**src/ccc_pkg.sv**
```systemverilog
// ----------------------------------------------------------------------------
// ccc_pkg
// Shared types, constants and helpers of the calendar clock counter.
// ----------------------------------------------------------------------------
package ccc_pkg;

  // field ranges, all held at year width so one step helper serves them
  localparam logic [13:0] SEC_RANGE   = 14'd60;
  localparam logic [13:0] MIN_RANGE   = 14'd60;
  localparam logic [13:0] HOUR_RANGE  = 14'd24;
  localparam logic [13:0] MONTH_RANGE = 14'd12;
  localparam logic [13:0] YEAR_RANGE  = 14'd9999;

  // state after reset
  localparam logic [5:0]  SEC_RST   = 6'd50;
  localparam logic [5:0]  MIN_RST   = 6'd59;
  localparam logic [4:0]  HOUR_RST  = 5'd23;
  localparam logic [4:0]  DAY_RST   = 5'd0;
  localparam logic [3:0]  MONTH_RST = 4'd1;
  localparam logic [13:0] YEAR_RST  = 14'd2023;

  // configuration port
  localparam int CFG_IDX_W  = 2;
  localparam int CFG_DATA_W = 6;
  localparam logic [CFG_IDX_W-1:0] CFG_ALARM_EN   = 2'd0;
  localparam logic [CFG_IDX_W-1:0] CFG_ALARM_HOUR = 2'd1;
  localparam logic [CFG_IDX_W-1:0] CFG_ALARM_MIN  = 2'd2;

  typedef enum logic [1:0] {
    OP_TICK = 2'd0,
    OP_INC  = 2'd1,
    OP_DEC  = 2'd2
  } op_t;

  typedef enum logic [2:0] {
    FLD_SEC   = 3'd0,
    FLD_MIN   = 3'd1,
    FLD_HOUR  = 3'd2,
    FLD_YEAR  = 3'd3,
    FLD_MONTH = 3'd4,
    FLD_DAY   = 3'd5
  } field_t;

  typedef struct packed {
    logic [1:0] operation;
    logic [2:0] field_index;
  } in_item_t;

  typedef struct packed {
    logic [5:0]  seconds_out;
    logic [5:0]  minutes_out;
    logic [4:0]  hours_out;
    logic [4:0]  day_out;
    logic [3:0]  month_out;
    logic [13:0] year_out;
    logic [2:0]  weekday_out;
    logic        alarm_match;
  } out_item_t;

  typedef struct packed {
    logic [5:0]  seconds;
    logic [5:0]  minutes;
    logic [4:0]  hours;
    logic [4:0]  day;
    logic [3:0]  month;
    logic [13:0] year;
  } date_t;

  typedef struct packed {
    date_t date;
    logic  alarm_match;
  } snap_t;

  typedef struct packed {
    logic       enable;
    logic [4:0] hour;
    logic [5:0] minute;
  } alarm_cfg_t;

  // y / 100 for y below 10000 by reciprocal multiply, exact over that range
  function automatic logic [6:0] div100(logic [13:0] y);
    logic [26:0] p;
    p = {13'd0, y} * 27'd5243;
    return p[25:19];
  endfunction

endpackage

```
**src/ccc_update.sv**
```systemverilog
// ----------------------------------------------------------------------------
// ccc_update
// Time and date registers: tick carry chain and single-field adjustment,
// with a registered snapshot of the updated date for the weekday stages.
// ----------------------------------------------------------------------------
module ccc_update import ccc_pkg::*; (
  input  logic       clk,
  input  logic       rst_n,
  input  logic       in_valid,
  input  in_item_t   in_item,
  output logic       in_ready,
  input  alarm_cfg_t alarm_cfg,
  output logic       s1_valid,
  output snap_t      s1_snap,
  input  logic       s1_ready
);

  logic [5:0]  sec_r,   sec_nxt;
  logic [5:0]  min_r,   min_nxt;
  logic [4:0]  hour_r,  hour_nxt;
  logic [4:0]  day_r,   day_nxt;
  logic [3:0]  month_r, month_nxt;
  logic [13:0] year_r,  year_nxt;
  logic        leap_r,  leap_nxt;
  logic        s1_valid_r;
  snap_t       s1_snap_r;

  logic        fire;
  logic        up;
  logic [4:0]  mdays;
  logic [13:0] adj_sec, adj_min, adj_hour, adj_day, adj_month, adj_year;
  logic [6:0]  cent_q;
  logic [13:0] cent_prod;

  // (v +/- 1) mod n, valid while v stays below twice n less one
  function automatic logic [13:0] step_mod(logic [13:0] v, logic dir_up, logic [13:0] n);
    logic [13:0] inc;
    logic [13:0] dec;
    inc = v + 14'd1;
    dec = v - 14'd1;
    if (dir_up) begin
      return (inc >= n) ? inc - n : inc;
    end else if (v == 14'd0) begin
      return n - 14'd1;
    end else begin
      return (dec >= n) ? dec - n : dec;
    end
  endfunction

  assign in_ready = !s1_valid_r || s1_ready;
  assign fire     = in_valid && in_ready;
  assign up       = (in_item.operation == OP_INC);

  always_comb begin
    unique case (month_r)
      4'd1:                      mdays = leap_r ? 5'd29 : 5'd28;
      4'd3, 4'd5, 4'd8, 4'd10:   mdays = 5'd30;
      default:                   mdays = 5'd31;
    endcase
  end

  assign adj_sec   = step_mod({8'd0, sec_r},   up, SEC_RANGE);
  assign adj_min   = step_mod({8'd0, min_r},   up, MIN_RANGE);
  assign adj_hour  = step_mod({9'd0, hour_r},  up, HOUR_RANGE);
  assign adj_day   = step_mod({9'd0, day_r},   up, {9'd0, mdays});
  assign adj_month = step_mod({10'd0, month_r}, up, MONTH_RANGE);
  assign adj_year  = step_mod(year_r,          up, YEAR_RANGE);

  always_comb begin
    sec_nxt   = sec_r;
    min_nxt   = min_r;
    hour_nxt  = hour_r;
    day_nxt   = day_r;
    month_nxt = month_r;
    year_nxt  = year_r;
    if (fire) begin
      unique case (in_item.operation)
        OP_TICK: begin
          if ({8'd0, sec_r} >= SEC_RANGE - 14'd1) begin
            sec_nxt = '0;
            if ({8'd0, min_r} >= MIN_RANGE - 14'd1) begin
              min_nxt = '0;
              if ({9'd0, hour_r} >= HOUR_RANGE - 14'd1) begin
                hour_nxt = '0;
                // a day left beyond the month by a month change also rolls here
                if (day_r >= mdays - 5'd1) begin
                  day_nxt = '0;
                  if ({10'd0, month_r} >= MONTH_RANGE - 14'd1) begin
                    month_nxt = '0;
                    year_nxt  = (year_r >= YEAR_RANGE - 14'd1) ? 14'd0 : year_r + 14'd1;
                  end else begin
                    month_nxt = month_r + 4'd1;
                  end
                end else begin
                  day_nxt = day_r + 5'd1;
                end
              end else begin
                hour_nxt = hour_r + 5'd1;
              end
            end else begin
              min_nxt = min_r + 6'd1;
            end
          end else begin
            sec_nxt = sec_r + 6'd1;
          end
        end
        OP_INC, OP_DEC: begin
          unique case (in_item.field_index)
            FLD_SEC:   sec_nxt   = adj_sec[5:0];
            FLD_MIN:   min_nxt   = adj_min[5:0];
            FLD_HOUR:  hour_nxt  = adj_hour[4:0];
            FLD_YEAR:  year_nxt  = adj_year;
            FLD_MONTH: month_nxt = adj_month[3:0];
            FLD_DAY:   day_nxt   = adj_day[4:0];
            default: ;
          endcase
        end
        default: ;
      endcase
    end
  end

  // leap flag kept in step with the year register
  assign cent_q    = div100(year_nxt);
  assign cent_prod = ({7'd0, cent_q} << 6) + ({7'd0, cent_q} << 5) + ({7'd0, cent_q} << 2);
  assign leap_nxt  = (year_nxt[1:0] == 2'd0) &&
                     ((cent_prod != year_nxt) || (cent_q[1:0] == 2'd0));

  always_ff @(posedge clk) begin
    if (!rst_n) begin
      sec_r      <= SEC_RST;
      min_r      <= MIN_RST;
      hour_r     <= HOUR_RST;
      day_r      <= DAY_RST;
      month_r    <= MONTH_RST;
      year_r     <= YEAR_RST;
      leap_r     <= 1'b0;
      s1_valid_r <= 1'b0;
    end else begin
      sec_r   <= sec_nxt;
      min_r   <= min_nxt;
      hour_r  <= hour_nxt;
      day_r   <= day_nxt;
      month_r <= month_nxt;
      year_r  <= year_nxt;
      leap_r  <= leap_nxt;
      if (fire) begin
        s1_valid_r <= 1'b1;
      end else if (s1_ready) begin
        s1_valid_r <= 1'b0;
      end
    end
  end

  always_ff @(posedge clk) begin
    if (fire) begin
      s1_snap_r.date.seconds <= sec_nxt;
      s1_snap_r.date.minutes <= min_nxt;
      s1_snap_r.date.hours   <= hour_nxt;
      s1_snap_r.date.day     <= day_nxt;
      s1_snap_r.date.month   <= month_nxt;
      s1_snap_r.date.year    <= year_nxt;
      s1_snap_r.alarm_match  <= alarm_cfg.enable && (hour_nxt == alarm_cfg.hour) &&
                                (min_nxt == alarm_cfg.minute);
    end
  end

  assign s1_valid = s1_valid_r;
  assign s1_snap  = s1_snap_r;

endmodule

```
**src/ccc_weekday.sv**
```systemverilog
// ----------------------------------------------------------------------------
// ccc_weekday
// Weekday by Sakamoto's method over two stages (century quotient, then the
// mod-7 fold) and the result register with its handshake.
// ----------------------------------------------------------------------------
module ccc_weekday import ccc_pkg::*; (
  input  logic      clk,
  input  logic      rst_n,
  input  logic      s1_valid,
  input  snap_t     s1_snap,
  output logic      s1_ready,
  output logic      out_valid,
  output out_item_t out_item,
  input  logic      out_stall
);

  logic        s2_valid_r;
  snap_t       s2_snap_r;
  logic [13:0] s2_yp_r;
  logic [6:0]  s2_q_r;
  logic        s2_neg_r;
  logic [5:0]  s2_base_r;
  logic        out_valid_r;
  out_item_t   out_item_r;

  logic        s2_ready;
  logic [3:0]  m_eff;
  logic        jan_feb;
  logic [13:0] yp;
  logic [5:0]  base;
  logic [14:0] tsum;
  logic [14:0] ssum;
  logic [2:0]  wday;

  function automatic logic [2:0] wd_off(logic [3:0] m);
    logic [2:0] r;
    unique case (m)
      4'd0:    r = 3'd0;
      4'd1:    r = 3'd3;
      4'd2:    r = 3'd2;
      4'd3:    r = 3'd5;
      4'd4:    r = 3'd0;
      4'd5:    r = 3'd3;
      4'd6:    r = 3'd5;
      4'd7:    r = 3'd1;
      4'd8:    r = 3'd4;
      4'd9:    r = 3'd6;
      4'd10:   r = 3'd2;
      4'd11:   r = 3'd4;
      default: r = 3'd0;
    endcase
    return r;
  endfunction

  // 8 is 1 mod 7, so octal digits fold into a small sum
  function automatic logic [2:0] mod7(logic [14:0] s);
    logic [5:0] f;
    logic [3:0] g;
    f = {3'd0, s[2:0]} + {3'd0, s[5:3]} + {3'd0, s[8:6]} +
        {3'd0, s[11:9]} + {3'd0, s[14:12]};
    g = {1'b0, f[5:3]} + {1'b0, f[2:0]};
    if (g >= 4'd7) begin
      g = g - 4'd7;
    end
    return g[2:0];
  endfunction

  assign s2_ready = !out_valid_r || !out_stall;
  assign s1_ready = !s2_valid_r || s2_ready;

  // january and february count in the previous year
  assign m_eff   = (s1_snap.date.month >= MONTH_RANGE[3:0]) ? 4'd0 : s1_snap.date.month;
  assign jan_feb = (m_eff < 4'd2);
  assign yp      = jan_feb ? s1_snap.date.year - 14'd1 : s1_snap.date.year;
  assign base    = {3'd0, wd_off(m_eff)} + {1'b0, s1_snap.date.day} + 6'd1;

  assign tsum = {1'b0, s2_yp_r} + {3'd0, s2_yp_r[13:2]} - {8'd0, s2_q_r} +
                {10'd0, s2_q_r[6:2]};
  // year -1 contributes -1, which is 6 mod 7
  assign ssum = s2_neg_r ? 15'd6 + {9'd0, s2_base_r} : tsum + {9'd0, s2_base_r};
  assign wday = mod7(ssum);

  always_ff @(posedge clk) begin
    if (!rst_n) begin
      s2_valid_r  <= 1'b0;
      out_valid_r <= 1'b0;
    end else begin
      if (s1_valid && s1_ready) begin
        s2_valid_r <= 1'b1;
      end else if (s2_ready) begin
        s2_valid_r <= 1'b0;
      end
      if (s2_valid_r && s2_ready) begin
        out_valid_r <= 1'b1;
      end else if (!out_stall) begin
        out_valid_r <= 1'b0;
      end
    end
  end

  always_ff @(posedge clk) begin
    if (s1_valid && s1_ready) begin
      s2_snap_r <= s1_snap;
      s2_yp_r   <= yp;
      s2_q_r    <= div100(yp);
      s2_neg_r  <= jan_feb && (s1_snap.date.year == 14'd0);
      s2_base_r <= base;
    end
    if (s2_valid_r && s2_ready) begin
      out_item_r.seconds_out <= s2_snap_r.date.seconds;
      out_item_r.minutes_out <= s2_snap_r.date.minutes;
      out_item_r.hours_out   <= s2_snap_r.date.hours;
      out_item_r.day_out     <= s2_snap_r.date.day;
      out_item_r.month_out   <= s2_snap_r.date.month;
      out_item_r.year_out    <= s2_snap_r.date.year;
      out_item_r.weekday_out <= wday;
      out_item_r.alarm_match <= s2_snap_r.alarm_match;
    end
  end

  assign out_valid = out_valid_r;
  assign out_item  = out_item_r;

endmodule

```
**src/calendar_clock_counter_unit.sv**
```systemverilog
// ----------------------------------------------------------------------------
// calendar_clock_counter_unit
// Real-time calendar counter with alarm compare: second ticks and field
// adjustments in, full date with weekday and alarm match out.
// ----------------------------------------------------------------------------
// throughput: one item per cycle while out_stall is low, through a three-stage pipeline
//   (date update, century quotient, weekday fold and result register)
// reset: valid bits cleared, date set to 23:59:50 on day 0 of month 1 of 2023,
//   alarm registers cleared to disarmed at 00:00
module calendar_clock_counter_unit import ccc_pkg::*; (
  input  logic                  clk,
  input  logic                  rst_n,
  input  logic                  in_valid,
  input  in_item_t              in_item,
  output logic                  in_stall,
  output logic                  out_valid,
  output out_item_t             out_item,
  input  logic                  out_stall,
  input  logic                  cfg_we,
  input  logic [CFG_IDX_W-1:0]  cfg_index,
  input  logic [CFG_DATA_W-1:0] cfg_wdata
);

  alarm_cfg_t alarm_r;
  logic       in_ready;
  logic       s1_valid;
  logic       s1_ready;
  snap_t      s1_snap;

  always_ff @(posedge clk) begin
    if (!rst_n) begin
      alarm_r <= '0;
    end else if (cfg_we) begin
      unique case (cfg_index)
        CFG_ALARM_EN:   alarm_r.enable <= cfg_wdata[0];
        CFG_ALARM_HOUR: alarm_r.hour   <= cfg_wdata[4:0];
        CFG_ALARM_MIN:  alarm_r.minute <= cfg_wdata[5:0];
        default: ;
      endcase
    end
  end

  ccc_update u_update (
    .clk       (clk),
    .rst_n     (rst_n),
    .in_valid  (in_valid),
    .in_item   (in_item),
    .in_ready  (in_ready),
    .alarm_cfg (alarm_r),
    .s1_valid  (s1_valid),
    .s1_snap   (s1_snap),
    .s1_ready  (s1_ready)
  );

  ccc_weekday u_weekday (
    .clk       (clk),
    .rst_n     (rst_n),
    .s1_valid  (s1_valid),
    .s1_snap   (s1_snap),
    .s1_ready  (s1_ready),
    .out_valid (out_valid),
    .out_item  (out_item),
    .out_stall (out_stall)
  );

  assign in_stall = !in_ready;

endmodule

```
**config.mk**
```make
export PLATFORM = sky130hd
export DESIGN_NAME = calendar_clock_counter_unit
export DESIGN_NICKNAME = d
export VERILOG_FILES = /design/src/ccc_pkg.sv /design/src/ccc_update.sv /design/src/ccc_weekday.sv /design/src/calendar_clock_counter_unit.sv
export SDC_FILE = /design/constraint.sdc
export NUM_CORES = 1
export LEC_CHECK = 0
export BUFFER_PORTS_ARGS = -buffer_cell sky130_fd_sc_hd__buf_2
export CORE_MARGIN = 3
export CORE_UTILIZATION = 37
export DETAILED_ROUTE_END_ITERATION = 6
export SYNTH_ARGS = -nofsm -noshare
export SYNTH_HDL_FRONTEND = slang
export SYNTH_SLANG_ARGS = --single-unit
```
**constraint.sdc**
```tcl
create_clock -name clk -period 33.2 [get_ports clk]
set_input_delay 6.64 -clock clk [delete_from_list [all_inputs] [get_ports clk]]
set_output_delay 6.64 -clock clk [all_outputs]
set_load 0.005 [all_outputs]
```
==> run summary, run 1 <==
status - finished, final reports clean
Async S/R FF share, synth - 0
PD cells - 116 nW/µm²
register area - 5750 µm²
Worst-Margin Slew - 1.02 ns
CP max-delay cell - a21oi_1
Fmax - 57.6 MHz
Worst Path Required - 33.60 ns
number of synthesized register bits - 210
cell count after synthesis - 2254
global-route wire length before repair - 87.2 mm
Yosys cell types - 87
hold_buf cts - 0
Iter 0 DRT Violations - 1356
endpoint type of the worst setup path - register
IO Pins - 64
power share of the sequential group - 0.142
post-CTS setup buffers - 0
diode count - 0
drt total wl - 53.9 mm
# rows - 87
TritonCTS Buffers - 24
via/cell ratio - 5.32
Synth Flop Type - edfxtp_1
Syn Std Cell Area - 21400 µm²
max-cap viol count - 0
# resized after CTS - 0
clock group share of total power - 0.099
clk root buf - clkbuf_16
Wirelength per Cell - 17.6 µm
met3 global-route usage - 0.0225
Crit path arrival time - 17.75 ns
CP peak stage delay - 0.70 ns
number of flops mapped to enable cells by yosys - 154
clk buf depth - 3
Hold Violations, Final - 0
Final Worst Setup Slack - 15.85 ns
clk sinks - 210
# setup viols final - 0
P_leak - 10.7 nW
Worst-path clk slew - 0.07 ns
DRC violations left - 0
initial antenna violation count - 0
simple-gate share of the synthesized area - 0.125
Setup WS pre-CTS - 15.34 ns
switching share of power - 0.458
GRT Util Overall - 0.178
min Tclk post-route - 17.35 ns
design area - 23300 µm²
Hold WC Path Type - reg2reg
layout cells sized above 1 - 0.0739
register area share after synthesis - 0.269
mux cell area share after synthesis - 0.0157
Yosys Warn Count - 0
number of global-route vias before repair - 16296
GRT met1 Usage - 0.238
starting density of the core - 0.376
Final ANT Viol Nets - 0
synthesized net count - 2728
largest family of logic cells by synthesized area - adder cells
die area - 60700 µm²
cell taking the most area after synthesis - edfxtp_1
grt ovf - 0
Crit path top cell by count - inv_1
period utilization - 0.523
clock skew - 0.0326 ns
leading post-synthesis cells by cell area - edfxtp_1, ha_1, fa_1, inv_1, dfxtp_1
first-pass iteration count of the detailed router - 6
Power Total - 2.70 mW
largest net degree at the start of global routing - 70
RSZ-0062 raised after global routing - no
critical path launch point type - input port
multi-input gate area in the final layout - 13900 µm²
Die X - 246 µm
relative slew slack - 0.317
switching power - 1.24 mW
post-synthesis adder-cell area fraction - 0.321
DR vias - 16244
HPWL Detailed - 41.9 mm
XOR/XNOR Fraction of Synth Area - 0.0630
busiest grt layer - met2
Die H - 246 µm
worst skew pair latency - 0.56 ns
crit path kind - in2reg
core region area - 56800 µm²
Nets - 2755
IO buf count - 63
setup TNS - 0 ns
peak supply drop - 640 µV
syn_area_per_cell - 9.49 µm²
CTS tree - built
internal power - 1.46 mW
Placed Area - 22500 µm²
fillers - 5537
combinational share of power - 0.760
CP Max Fanout - 43
Slew Viols, Final - 0
Synth top area share - 0.216
gpl congestion - 0.929
Area Overhead vs Synth - 8.98%
met2 global-route usage - 0.301
Synth Area in Compound Gates - 0.126
htree depth - 1
flip-flops by register name, summed over array words and instances, names as in the netlist, 4 cells and up:
signal / cells
u_update.hour_r: 5
u_update.year_r: 14
u_weekday.s2_q_r: 7
u_weekday.s2_base_r: 6
u_update.min_r: 6
u_weekday.s2_yp_r: 14
u_update.s1_snap: 41
u_update.month_r: 4
u_update.sec_r: 6
alarm_r: 12
u_update.day_r: 5
u_weekday.out_item: 44
u_weekday.s2_snap_r: 41
cells in the final DEF (no fill, tap or decap), types with 52 or more instances in the layout:
| cell | netlist | final |
|---|---|---|
| inv_1 | 370 | 370 |
| ha_1 | 304 | 304 |
| edfxtp_1 | 154 | 154 |
| fa_1 | 152 | 152 |
| nand2_1 | 139 | 139 |
| nor2_1 | 116 | 116 |
| o21ai_0 | 103 | 103 |
| a21oi_1 | 99 | 99 |
| xnor2_1 | 92 | 92 |
| buf_2 | 14 | 63 |
| xor2_1 | 60 | 60 |
| dfxtp_1 | 56 | 56 |
| nand3_1 | 52 | 52 |
power groups by stage:
stage               clock network (mW)  logic [mW]  registers (mW)
floorplan                            0        1.62           0.379
finish                           0.267        2.05           0.382
global placement                     0        1.96           0.388
global route                     0.285        2.37           0.385
detailed placement                   0        2.05           0.388
CTS                              0.276        2.07           0.382
cells by family after synthesis:
family                     after synthesis
AOI/OAI and AO/OA                      411
xor gates and xnor gates               153
adders and majority gates              457
buffers and inverters                  458
DFF                                    210
muxes                                   33
and+or+nand+nor                        532
cells in the mapped netlist, types with 8 or more instances:
cell	n
a31oi_1	15
mux2i_1	28
o21ai_0	103
nor2_1	116
xnor2_1	92
o31ai_1	8
nor2b_1	22
nand2b_1	21
nor4_1	16
nand3_1	52
ha_1	304
nor3_1	43
o21a_1	9
edfxtp_1	154
o22ai_1	12
or3_1	14
and2_1	13
or2_2	18
nand2_1	139
a22o_1	8
a222oi_1	8
and3_1	13
nand4_1	22
o211ai_1	10
fa_1	152
nand3b_1	8
xor2_1	60
buf_2	14
clkbuf_1	68
o21bai_1	11
inv_1	370
dfxtp_1	56
a21oi_1	99
a211oi_1	15
a21o_1	27
area by class of cell:
class	count	area share
inverter	371	0.0597
tap	756	0.0406
clock inverter	9	0.00483
clock buffer	35	0.0294
multi-input combinational	1586	0.597
timing repair buffer	88	0.0216
sequential	210	0.246
worst paths after layout:
check                                                    start                                 to  slack [ns]  depth (start not counted)
worst max-delay path                                 out_stall         u_update.leap_r$_SDFF_PN0_       15.85                         46
worst min-delay path            u_update.s1_snap[30]$_DFFE_PP_  u_weekday.s2_snap_r[30]$_DFFE_PP_        0.41                          0
worst max register to register  u_update.month_r[0]$_SDFF_PN1_         u_update.leap_r$_SDFF_PN0_       20.35                         46
worst min register to register  u_update.s1_snap[30]$_DFFE_PP_  u_weekday.s2_snap_r[30]$_DFFE_PP_        0.41                          0
per-stage QoR:
| step | util | cells | hold WS, ns |
|---|---|---|---|
| global placement | 0.396 | 3011 | 0.401 |
| global route | 0.410 | 3055 | 0.423 |
| CTS | 0.410 | 3055 | 0.417 |
| finish | 0.410 | 3055 | 0.413 |
| floorplan | - | 2254 | 0.400 |
| detailed placement | 0.396 | 3011 | 0.405 |
metal layers:
metal,vias up,wire length (µm)
met1,7847,23700
met3,105,2990
met4,0,1630
met2,502,25600
li1,7790,-
met5,-,0
critical path: cells and delay by family:
kind | cells | cell delay [ns]
AOI/OAI and AO/OA | 16 | 3.49
and+or+nand+nor | 9 | 1.81
adders and majority gates | 8 | 3.67
buffers and inverters | 11 | 1.64
xor gates and xnor gates | 2 | 0.44
Note: power is estimated with default switching activity, not from simulation.
==> inputs of run 2 (changes only) <==
==> constraint.sdc (replaced) <==
create_clock -name clk -period 18.2 [get_ports clk]
set_input_delay 3.64 -clock clk [delete_from_list [all_inputs] [get_ports clk]]
set_output_delay 3.64 -clock clk [all_outputs]
set_load 0.005 [all_outputs]
==> run summary, run 2 (synthesis results as in run 1) <==
DR vias - 16223 (was 16244)
fin util - 0.412 (was 0.410)
switching share of power - 0.460 (was 0.458)
IO Pins - 64 (unchanged)
highest-count cells in the layout ignoring fill and taps - inv_1, ha_1, edfxtp_1 (unchanged)
power share of the sequential group - 0.140 (was 0.142)
clk buf depth - 3 (unchanged)
CP delay by family, top - adder cells (unchanged)
# rows - 87 (unchanged)
HPWL Detailed - 42.1 mm (was 41.9 mm)
Hold Crit Depth - 0 (unchanged)
relative slew slack - 0.346 (was 0.317)
P_leak - 10.7 nW (about the same)
worst skew pair latency - 0.56 ns (about the same)
TritonCTS Buffers - 24 (unchanged)
Inst Count DP - 3014 (was 3011)
critical path launch point type - input port (unchanged)
setup TNS - 0 ns (unchanged)
hold_buf cts - 0 (unchanged)
largest net degree at the start of global routing - 70 (unchanged)
Placed Area - 22500 µm² (about the same)
Largest register FFs - 44 (unchanged)
Hold Violations, Final - 0 (unchanged)
Iter 0 DRT Violations - 1159 (was 1356)
endpoint type of the worst setup path - register (unchanged)
drt total wl - 53.8 mm (was 53.9 mm)
CP max-delay cell - a21oi_1 (unchanged)
gpl congestion - 0.925 (was 0.929)
RSZ-0062 raised after global routing - no (unchanged)
starting density of the core - 0.376 (unchanged)
critical path depth in cells - 46 (unchanged)
combinational share of power - 0.756 (was 0.760)
DRC violations left - 0 (unchanged)
crit path kind - in2reg (unchanged)
core region area - 56800 µm² (unchanged)
CP bufs+invs - 11 (unchanged)
die area - 60700 µm² (unchanged)
Die H - 246 µm (unchanged)
Crit path arrival time - 14.64 ns (was 17.75 ns)
CP Max Fanout - 43 (unchanged)
GRT Util Overall - 0.179 (was 0.178)
period utilization - 0.783
switching power - 2.29 mW (was 1.24 mW)
internal power - 2.68 mW (was 1.46 mW)
CP peak stage delay - 0.70 ns (about the same)
Worst-path clk slew - 0.06 ns (was 0.07 ns)
Die X - 246 µm (unchanged)
Fmax - 70.2 MHz
design area - 23400 µm² (was 23300 µm²)
via/cell ratio - 5.31 (was 5.32)
first-pass iteration count of the detailed router - 6 (unchanged)
min Tclk post-route - 14.24 ns
Wirelength per Cell - 17.6 µm (about the same)
IO buf count - 63 (unchanged)
max-cap viol count - 0 (unchanged)
Worst-Margin Slew - 0.978 ns (was 1.02 ns)
Nets - 2758 (was 2755)
Hold WC Path Type - reg2reg (unchanged)
post-CTS setup buffers - 0 (unchanged)
initial antenna violation count - 0 (unchanged)
Worst Path Required - 18.60 ns (was 33.60 ns)
Crit path top cell by count - inv_1 (unchanged)
peak supply drop - 1320 µV (was 640 µV)
R2R depth - 47 (was 46)
layout cells sized above 1 - 0.0769 (was 0.0739)
hold slack - 0.412 ns (was 0.413 ns)
Final ANT Viol Nets - 0 (unchanged)
Slew Viols, Final - 0 (unchanged)
status - finished, final reports clean (unchanged)
htree depth - 1 (unchanged)
commonest non-fill, non-tap cell in the layout - inv_1 (unchanged)
# resized after CTS - 0 (unchanged)
grt ovf - 0 (unchanged)
clock skew - 0.0317 ns (was 0.0326 ns)
global-route wire length before repair - 87.5 mm (was 87.2 mm)
CTS tree - built (unchanged)
PD cells - 212 nW/µm² (was 116 nW/µm²)
# setup viols final - 0 (unchanged)
Finished Layout Cells - 3058 (was 3055)
clk root buf - clkbuf_16 (unchanged)
clk sinks - 210 (unchanged)
diode count - 0 (unchanged)
clock group share of total power - 0.103 (was 0.099)
number of global-route vias before repair - 16439 (was 16296)
Area Overhead vs Synth - 9.34% (was 8.98%)
## run 2: cell count changes in the layout (fill, tap and decap cells not counted), sizes merged
| cell | change |
|---|---|
| bufinv | +1 |
| clkbuf | -5 |
| buf | +3 |
| clkinv | +4 |
## run 2: power groups by stage
stage	clock [mW]	sequential [mW]	combinational, mW
3_5_place_dp	0	0.706	3.77
6_report	0.514	0.696	3.75
3_3_place_gp	0	0.705	3.57
2_1_floorplan	0	0.691	2.95
5_1_grt	0.546	0.701	4.38
4_1_cts	0.527	0.696	3.80
## run 2: final cells by class
type                    count  area (µm²)
well taps                 756         946
clock inverters            14         178
inverters                 371        1390
multi-input cells        1586       13900
clock buffers              30         674
repair buffers             91         526
fillers                  5586       33400
flip-flops and latches    210        5750
## run 2: stage by stage
stage	power, mW	setup slack, ns
after floorplan	3.64	3.46
after global placement	4.28	3.80
after detailed placement	4.47	3.39
after CTS	5.02	3.95
after global routing	5.63	3.22
final	4.96	3.96
## run 2: final timing paths
kind	start	to	slack [ns]
setup reg to reg	u_update.month_r[0]$_SDFF_PN1_	u_update.leap_r$_SDFF_PN0_	5.50
hold reg to reg	u_weekday.s2_snap_r[23]$_DFFE_PP_	u_weekday.out_item[26]$_DFFE_PP_	0.41
setup / recovery	out_stall	u_update.leap_r$_SDFF_PN0_	3.96
hold / removal	u_weekday.s2_snap_r[23]$_DFFE_PP_	u_weekday.out_item[26]$_DFFE_PP_	0.41
## run 2: routing by layer
layer,GRT usage,part of all wire,up-vias
li1,-,-,7789
met1,0.238,0.44,7893
met2,0.305,0.48,440
met3,0.0212,0.048,101
met4,0.0563,0.028,0
met5,0,0,-
